`src/design/lkc_pkg.sv`:
```
// ----------------------------------------------------------------------------
// lkc_pkg: shared definitions for the keyed lru cache
// Operation codes, fixed field widths and parameter defaults.
// ----------------------------------------------------------------------------
package lkc_pkg;

  localparam int DEPTH_DEF      = 8;
  localparam int DATA_WIDTH_DEF = 32;

  localparam int KEY_W = 64;
  localparam int OP_W  = 2;
  localparam int CAP_W = 4;

  localparam logic [CAP_W-1:0] CAP_RESET = 4'd8;

  // operation codes
  localparam logic [OP_W-1:0] OP_LOOKUP = 2'd0;
  localparam logic [OP_W-1:0] OP_INSERT = 2'd1;
  localparam logic [OP_W-1:0] OP_CLEAR  = 2'd2;

endpackage

```
`src/design/lkc_ram.sv`:
```
// ----------------------------------------------------------------------------
// lkc_ram: generic single write port ram with registered read
// One write and one read address per cycle; contents undefined until written.
// ----------------------------------------------------------------------------
module lkc_ram #(
  parameter int WIDTH = 32,
  parameter int DEPTH = 8,
  localparam int ADDR_W = (DEPTH > 1) ? $clog2(DEPTH) : 1
) (
  input  logic              clk,
  input  logic              we,
  input  logic [ADDR_W-1:0] waddr,
  input  logic [WIDTH-1:0]  wdata,
  input  logic [ADDR_W-1:0] raddr,
  output logic [WIDTH-1:0]  rdata
);

  logic [WIDTH-1:0] mem [DEPTH];

  always_ff @(posedge clk) begin
    if (we) begin
      mem[waddr] <= wdata;
    end
    rdata <= mem[raddr];
  end

endmodule

```
`src/design/lru_keyed_cache.sv`:
```
// ----------------------------------------------------------------------------
// lru_keyed_cache: fully associative key to value store, lru replacement
// Lookup, insert/update and clear on a parallel key match over all entries.
// ----------------------------------------------------------------------------
// result: a command taken into the command register moves on to the result
//   register, which raises done for one cycle and presents the result
// throughput: one command per cycle; key search, replacement choice and rank
//   update run in one stage between the command and result registers
// reset: synchronous rst empties the store and sets capacity to 8; busy is
//   high only during rst; the receiver cannot stall results
module lru_keyed_cache
  import lkc_pkg::*;
#(
  parameter int DEPTH      = DEPTH_DEF,
  parameter int DATA_WIDTH = DATA_WIDTH_DEF
) (
  input  logic                  clk,
  input  logic                  rst,
  // command channel
  input  logic                  start,
  output logic                  busy,
  input  logic [OP_W-1:0]       op,
  input  logic [KEY_W-1:0]      key,
  input  logic [DATA_WIDTH-1:0] value_in,
  // result strobe
  output logic                  done,
  output logic                  hit,
  output logic [DATA_WIDTH-1:0] data_out,
  // capacity register write channel
  input  logic                  capacity_valid,
  output logic                  capacity_ready,
  input  logic [CAP_W-1:0]      capacity
);

  localparam int IDX_W  = (DEPTH > 1) ? $clog2(DEPTH) : 1;
  localparam int RANK_W = IDX_W;
  localparam int OCC_W  = $clog2(DEPTH + 1);
  localparam int CMP_W  = (OCC_W > CAP_W) ? OCC_W : CAP_W;

  // ---------------------------------------------------------------------------
  // command register
  // ---------------------------------------------------------------------------
  logic                  s0_valid;
  logic [OP_W-1:0]       s0_op;
  logic [KEY_W-1:0]      s0_key;
  logic [DATA_WIDTH-1:0] s0_value;

  // no multi-cycle work, so commands are only refused while in reset
  assign busy = rst;

  always_ff @(posedge clk) begin
    if (rst) begin
      s0_valid <= 1'b0;
    end else begin
      s0_valid <= start && !busy;
    end
    s0_op    <= op;
    s0_key   <= key;
    s0_value <= value_in;
  end

  // ---------------------------------------------------------------------------
  // capacity register, always ready; writes must come only while idle, which the block does not enforce
  // ---------------------------------------------------------------------------
  logic [CAP_W-1:0] cap_limit;

  assign capacity_ready = 1'b1;

  always_ff @(posedge clk) begin
    if (rst) begin
      cap_limit <= CAP_RESET;
    end else if (capacity_valid && capacity_ready) begin
      cap_limit <= capacity;
    end
  end

  // ---------------------------------------------------------------------------
  // tag state: keys in flops for the parallel compare, plus valid and rank
  // rank 0 is most recent; valid ranks always form 0 .. occupancy-1
  // ---------------------------------------------------------------------------
  logic [KEY_W-1:0]  entry_key [DEPTH];
  logic [DEPTH-1:0]  entry_valid;
  logic [RANK_W-1:0] recency_rank [DEPTH];
  logic [OCC_W-1:0]  occupancy;

  logic [DEPTH-1:0]  valid_next;
  logic [RANK_W-1:0] rank_next [DEPTH];
  logic [OCC_W-1:0]  occupancy_next;

  // ---------------------------------------------------------------------------
  // search: key match, lru pick, first free slot
  // ---------------------------------------------------------------------------
  logic [DEPTH-1:0]  match;
  logic              hit_any;
  logic [IDX_W-1:0]  hit_idx;
  logic [RANK_W-1:0] hit_rank;
  logic [DEPTH-1:0]  lru_sel;
  logic [CMP_W-1:0]  cap_ext;
  logic [CMP_W-1:0]  eff_cap;
  logic              is_lookup;
  logic              is_insert;
  logic              do_evict;
  logic [DEPTH-1:0]  valid_ev;
  logic              free_any;
  logic [IDX_W-1:0]  free_idx;

  assign is_lookup = s0_valid && (s0_op == OP_LOOKUP);
  assign is_insert = s0_valid && (s0_op == OP_INSERT);

  always_comb begin
    for (int i = 0; i < DEPTH; i++) begin
      match[i]   = entry_valid[i] && (entry_key[i] == s0_key);
      lru_sel[i] = entry_valid[i] &&
                   (OCC_W'(recency_rank[i]) == (occupancy - OCC_W'(1)));
    end
  end

  assign hit_any = |match;

  // lowest matching slot; keys are unique among valid entries anyway
  always_comb begin
    hit_idx = '0;
    for (int i = DEPTH - 1; i >= 0; i--) begin
      if (match[i]) begin
        hit_idx = IDX_W'(i);
      end
    end
  end

  assign hit_rank = recency_rank[hit_idx];

  // capacity zero acts as one, anything above the entry count saturates
  assign cap_ext = CMP_W'(cap_limit);
  always_comb begin
    if (cap_limit == '0) begin
      eff_cap = CMP_W'(1);
    end else if (cap_ext > CMP_W'(DEPTH)) begin
      eff_cap = CMP_W'(DEPTH);
    end else begin
      eff_cap = cap_ext;
    end
  end

  // a new key evicts one entry once the store is at capacity; a lowered
  // capacity still drops only the single least recent entry
  assign do_evict = is_insert && !hit_any && (occupancy != '0) &&
                    (CMP_W'(occupancy) >= eff_cap);

  assign valid_ev = do_evict ? (entry_valid & ~lru_sel) : entry_valid;

  always_comb begin
    free_idx = '0;
    free_any = 1'b0;
    for (int i = DEPTH - 1; i >= 0; i--) begin
      if (!valid_ev[i]) begin
        free_idx = IDX_W'(i);
        free_any = 1'b1;
      end
    end
  end

  // ---------------------------------------------------------------------------
  // state update
  // ---------------------------------------------------------------------------
  logic                  key_we;
  logic                  ram_we;
  logic [IDX_W-1:0]      ram_waddr;
  logic [DATA_WIDTH-1:0] ram_rdata;

  always_comb begin
    valid_next     = entry_valid;
    occupancy_next = occupancy;
    for (int i = 0; i < DEPTH; i++) begin
      rank_next[i] = recency_rank[i];
    end
    key_we    = 1'b0;
    ram_we    = 1'b0;
    ram_waddr = hit_idx;

    if (s0_valid) begin
      unique case (s0_op)
        OP_LOOKUP, OP_INSERT: begin
          if (hit_any) begin
            // promote: younger entries age by one
            for (int i = 0; i < DEPTH; i++) begin
              if (entry_valid[i] && (recency_rank[i] < hit_rank)) begin
                rank_next[i] = recency_rank[i] + 1'b1;
              end
            end
            rank_next[hit_idx] = '0;
            ram_we = (s0_op == OP_INSERT);
          end else if (s0_op == OP_INSERT) begin
            valid_next     = valid_ev;
            occupancy_next = occupancy - OCC_W'(do_evict) + OCC_W'(free_any);
            if (free_any) begin
              for (int i = 0; i < DEPTH; i++) begin
                if (valid_ev[i]) begin
                  rank_next[i] = recency_rank[i] + 1'b1;
                end
              end
              rank_next[free_idx]  = '0;
              valid_next[free_idx] = 1'b1;
              key_we    = 1'b1;
              ram_we    = 1'b1;
              ram_waddr = free_idx;
            end
          end
        end
        OP_CLEAR: begin
          valid_next     = '0;
          occupancy_next = '0;
          for (int i = 0; i < DEPTH; i++) begin
            rank_next[i] = '0;
          end
        end
        default: begin
          // unused code: no state change
        end
      endcase
    end
  end

  always_ff @(posedge clk) begin
    if (rst) begin
      entry_valid <= '0;
      occupancy   <= '0;
      for (int i = 0; i < DEPTH; i++) begin
        recency_rank[i] <= '0;
      end
    end else begin
      entry_valid <= valid_next;
      occupancy   <= occupancy_next;
      for (int i = 0; i < DEPTH; i++) begin
        recency_rank[i] <= rank_next[i];
      end
    end
    if (key_we) begin
      entry_key[free_idx] <= s0_key;
    end
  end

  // value store: written on insert, read at the matching slot in the same
  // stage, so lookup data lands alongside the result register
  lkc_ram #(
    .WIDTH (DATA_WIDTH),
    .DEPTH (DEPTH)
  ) u_value_ram (
    .clk   (clk),
    .we    (ram_we),
    .waddr (ram_waddr),
    .wdata (s0_value),
    .raddr (hit_idx),
    .rdata (ram_rdata)
  );

  // ---------------------------------------------------------------------------
  // result register
  // ---------------------------------------------------------------------------
  logic                  r_valid;
  logic                  r_hit;
  logic                  r_from_ram;
  logic [DATA_WIDTH-1:0] r_data;

  always_ff @(posedge clk) begin
    if (rst) begin
      r_valid <= 1'b0;
    end else begin
      r_valid <= s0_valid;
    end
    r_hit      <= (is_lookup || is_insert) && hit_any;
    r_from_ram <= is_lookup && hit_any;
    // insert reports the written word; a lookup miss, clear and unused codes give zero
    r_data     <= is_insert ? s0_value : '0;
  end

  assign done     = r_valid;
  assign hit      = r_hit;
  assign data_out = r_from_ram ? ram_rdata : r_data;

endmodule

```
`config.mk`:
```
export PLATFORM = sky130hd
export DESIGN_NAME = lru_keyed_cache
export DESIGN_NICKNAME = d
export VERILOG_FILES = /design/src/design/lkc_pkg.sv /design/src/design/lkc_ram.sv /design/src/design/lru_keyed_cache.sv
export SDC_FILE = /design/constraint.sdc
export NUM_CORES = 2
export LEC_CHECK = 0
export BUFFER_PORTS_ARGS = -buffer_cell sky130_fd_sc_hd__buf_4
export CAP_MARGIN = 40
export CORE_ASPECT_RATIO = 1.5
export CORE_UTILIZATION = 55
export DETAILED_ROUTE_END_ITERATION = 10
export PLACE_DENSITY = 0.83
export SLEW_MARGIN = 5
export SYNTH_ARGS = -nofsm -noshare
export SYNTH_HDL_FRONTEND = slang
export SYNTH_HIERARCHICAL = 1
export SYNTH_SLANG_ARGS = --single-unit
```
`constraint.sdc`:
```
create_clock -name clk -period 14.1 [get_ports clk]
set_input_delay 2.82 -clock clk [delete_from_list [all_inputs] [get_ports clk]]
set_output_delay 2.82 -clock clk [all_outputs]
set_load 0.05 [all_outputs]
```
==> metrics.yaml <==
fraction_of_final_layout_cells_with_drive_strength_greater_than_1: 0.1846
fmaxAchievable_mhz: 155.0
cts_buffers: 88
port-buffer-count: 140
max_slew_violation_count: 0
final.period_utilization: 0.4577
power.combinational.fraction: 0.042
worst_pin_slew_ns: 1.073
clock_sinks: 974
first_global_vias: 23650
core_region_area_um2: 71620
worstPathCellList: "xnor2_1 > nand2_1 > nor4_1 > nand4_1 > o32a_1 > and4_1 > buf_4 > a31oi_1 > a21oi_1 > nand2b_1 > a221oi_1 > o21bai_1 > nand2_1 > nand2_1 > nand2b_1 > nor2_4 > buf_16"
cts.repair_timing.setup_buffer_count: 0
path_common_cell: "nand2_1"
cp.buffers_inverters: 2
cts_resized: 0
final_net_count: 2954
cts.root.buffer_cell: "clkbuf_16"
critical_path.max_stage_delay_ns: 0.85
overall_die_height_um: 332.0
initialDrtViolationCount: 2088
synth.ff_latch_count: 974
hp-class: "register to register"
worst_ir_drop_vdd_mv: 0.1473
fin_crit_ns: 6.454
cts_tree: "done"
synthesis.instances: 2588
gp_congestion: 0.9989
power.switching_fraction: 0.2139
grt_max_degree: 67
ys_types: 87
asyncSetResetFlopFracSynth: 0
layout.area.seq_um2: 27190
slew_headroom: 0.2782
layout_common_cells: "768 x edfxtp_1, 308 x xnor2_1, 216 x buf_4, 206 x dfxtp_1, 179 x xor2_1"
seq_area_frac_synth: 0.6807
overflow: 0
multi_input_logic_area_um2: 11940
wp_data_required_ns: 14.46
arrival_ns: 6.82
final-hold-violation-count: 0
switching_power_w: 0.001265
pwr_density_cell_nw_per_um2: 129.0
top_level_ports: 142
layout_commonest_cell: "edfxtp_1"
grt_first_pass_wirelength_um: 156500
avgViaCountPerCell: 6.069
synth_enable_flop_cells: 768
setup_tns_ns: 0
fp.dieW_um: 222.0
critPathSlowestCell: "nor4_1"
gr-usage-met3: 0.04459
cts_buffer_depth: 3
post_synth.cell_area_avg_um2: 15.43
grt.busiest_layer: "met2"
routed-via-count: 23050
placedInstanceArea_um2: 42760
type_of_destination_of_the_critical_path: "register"
cts_hold_buffers: 0
area.growth.synth_to_final_pct: 14.75
run_status: "finished, final reports clean"
postSynthNetCount: 2735
rows: 120
maxCapViolations: 0
drt_pass1_iterations: 5
critPathLaunchType: "register"
synth_flop_cell: "edfxtp_1"
clk-insertion-delay-late_ns: 0.68
totalWireLength_um: 107500
clkTransAtPathRegs_ns: 0.06
antennaDiodeCount: 0
initial_antenna_violation_count: 1
intPower_w: 0.004647
postLayoutCellArea_um2: 45830
worstPathMaxFanout: 22
track_usage: 0.2931
wire_per_inst_um: 28.30
leakage_power_nw: 15.73
dominant_delay_contributor_by_cell_family_on_the_critical_path: "simple AND/OR/NAND/NOR gates"
drc: 0
start_util: 0.5577
final.fill_count: 4926
p_seq_frac: 0.534
synth.cell_area_um2: 39940
global_routing_usage_on_met2: 0.5180
clock_tree.htree_level_count: 3
dp.final_hpwl_um: 72080
synth-warning-count: 6
grt_util_met1: 0.3271
die_area_um2: 73720
layout_skew_ns: 0.03280
clkPwrFrac: 0.424
grt_setup_unrepaired: "no"
setup.worst_path.class: "register to register"
drtAntennaViolNets: 0
setup_viol: 0
[worst reg2reg max path: stages (launching register included)]
cell and delay (ns):
dfxtp_1 0.80, xnor2_1 0.20, nand2_1 0.11, nor4_1 0.85
nand4_1 0.41, o32a_1 0.51, and4_1 0.21, buf_4 0.22
a31oi_1 0.58, a21oi_1 0.17, nand2b_1 0.27, a221oi_1 0.28
o21bai_1 0.16, nand2_1 0.08, nand2_1 0.17, nand2b_1 0.18
nor2_4 0.67, buf_16 0.25
[final cells by class]
class	instances	share of cell area
timing repair buffer	250	0.04884
inverter	68	0.005596
clock inverter	46	0.01289
multi-input combinational	1425	0.2604
tap	915	0.02498
clock buffer	119	0.05413
sequential	974	0.5932
[state kept, by name (all words and copies together) (netlist names)]
name	count
hit	1
recency_rank	24
entry_valid	8
cap_ext	4
u_value_ram/rdata	32
s0_op	2
entry_key	512
s0_value	32
r_from_ram	1
s0_key	64
u_value_ram/mem	256
r_data	32
s0_valid	1
occupancy	4
done	1
[power by group through the flow]
stage | Clock (W) | Sequential, W | Combinational, W
after global placement | 0 | 0.00322 | 0.000224
after detailed placement | 0 | 0.00322 | 0.000245
after CTS | 0.00254 | 0.00316 | 0.000247
after floorplan | 0 | 0.00320 | 0.000137
final | 0.00251 | 0.00316 | 0.000247
after global routing | 0.00265 | 0.00316 | 0.000259
[synth_stat cells, drive strengths merged, types with 42 or more instances]
| cell | instances | area share |
|---|---|---|
| dfxtp | 206 | 0.10 |
| o21ai | 42 | 0.0053 |
| nand4 | 79 | 0.012 |
| buf | 90 | 0.015 |
| nor2 | 83 | 0.0078 |
| mux2 | 70 | 0.020 |
| xor2 | 179 | 0.039 |
| edfxtp | 768 | 0.58 |
| inv | 67 | 0.0063 |
| xnor2 | 309 | 0.068 |
| mux4 | 64 | 0.040 |
| a21oi | 49 | 0.0068 |
| nor4 | 62 | 0.0099 |
| nand2 | 79 | 0.0074 |
[cell families after synthesis]
logic type | after synthesis | synth area share
compound gates | 233 | 0.04188
mux | 146 | 0.06259
xor+xnor | 488 | 0.1072
simple gates | 516 | 0.07055
other cells | 1 | 0.00009389
buf+inv | 189 | 0.02400
flops | 974 | 0.6807
fa+ha+maj | 41 | 0.01303
[stage by stage]
| stage | hold slack (ns) | worst slack (ns) | power, W | std cells | util |
|---|---|---|---|---|---|
| after CTS | 0.5357 | 7.741 | 0.005943 | 3797 | 0.6400 |
| after detailed placement | 0.5256 | 7.787 | 0.003463 | 3632 | 0.5971 |
| after floorplan | 0.4611 | 4.723 | 0.003341 | 2588 | - |
| after global placement | 0.4831 | 7.288 | 0.003446 | 3597 | 0.5883 |
| after global routing | 0.5582 | 7.434 | 0.006062 | 3797 | 0.6400 |
| final | 0.5308 | 7.646 | 0.005912 | 3797 | 0.6400 |
[final timing paths]
check | end | slack [ns] | startpoint | cells past startpoint
min | entry_key[3][54] | 0.53 | s0_key[54] | 0
min reg2reg | entry_key[3][54] | 0.53 | s0_key[54] | 0
max reg2reg | u_value_ram/mem[1][18] | 7.65 | s0_key[41] | 17
max | u_value_ram/mem[1][18] | 7.65 | s0_key[41] | 17
[metal layers]
metal  up-vias  part of all wire
met1     11640              0.35
li1      10100                 -
met3       295             0.059
met5         -           0.00011
met2      1010              0.52
met4         2             0.073
No activity file was read; power rests on OpenSTA's default activity.
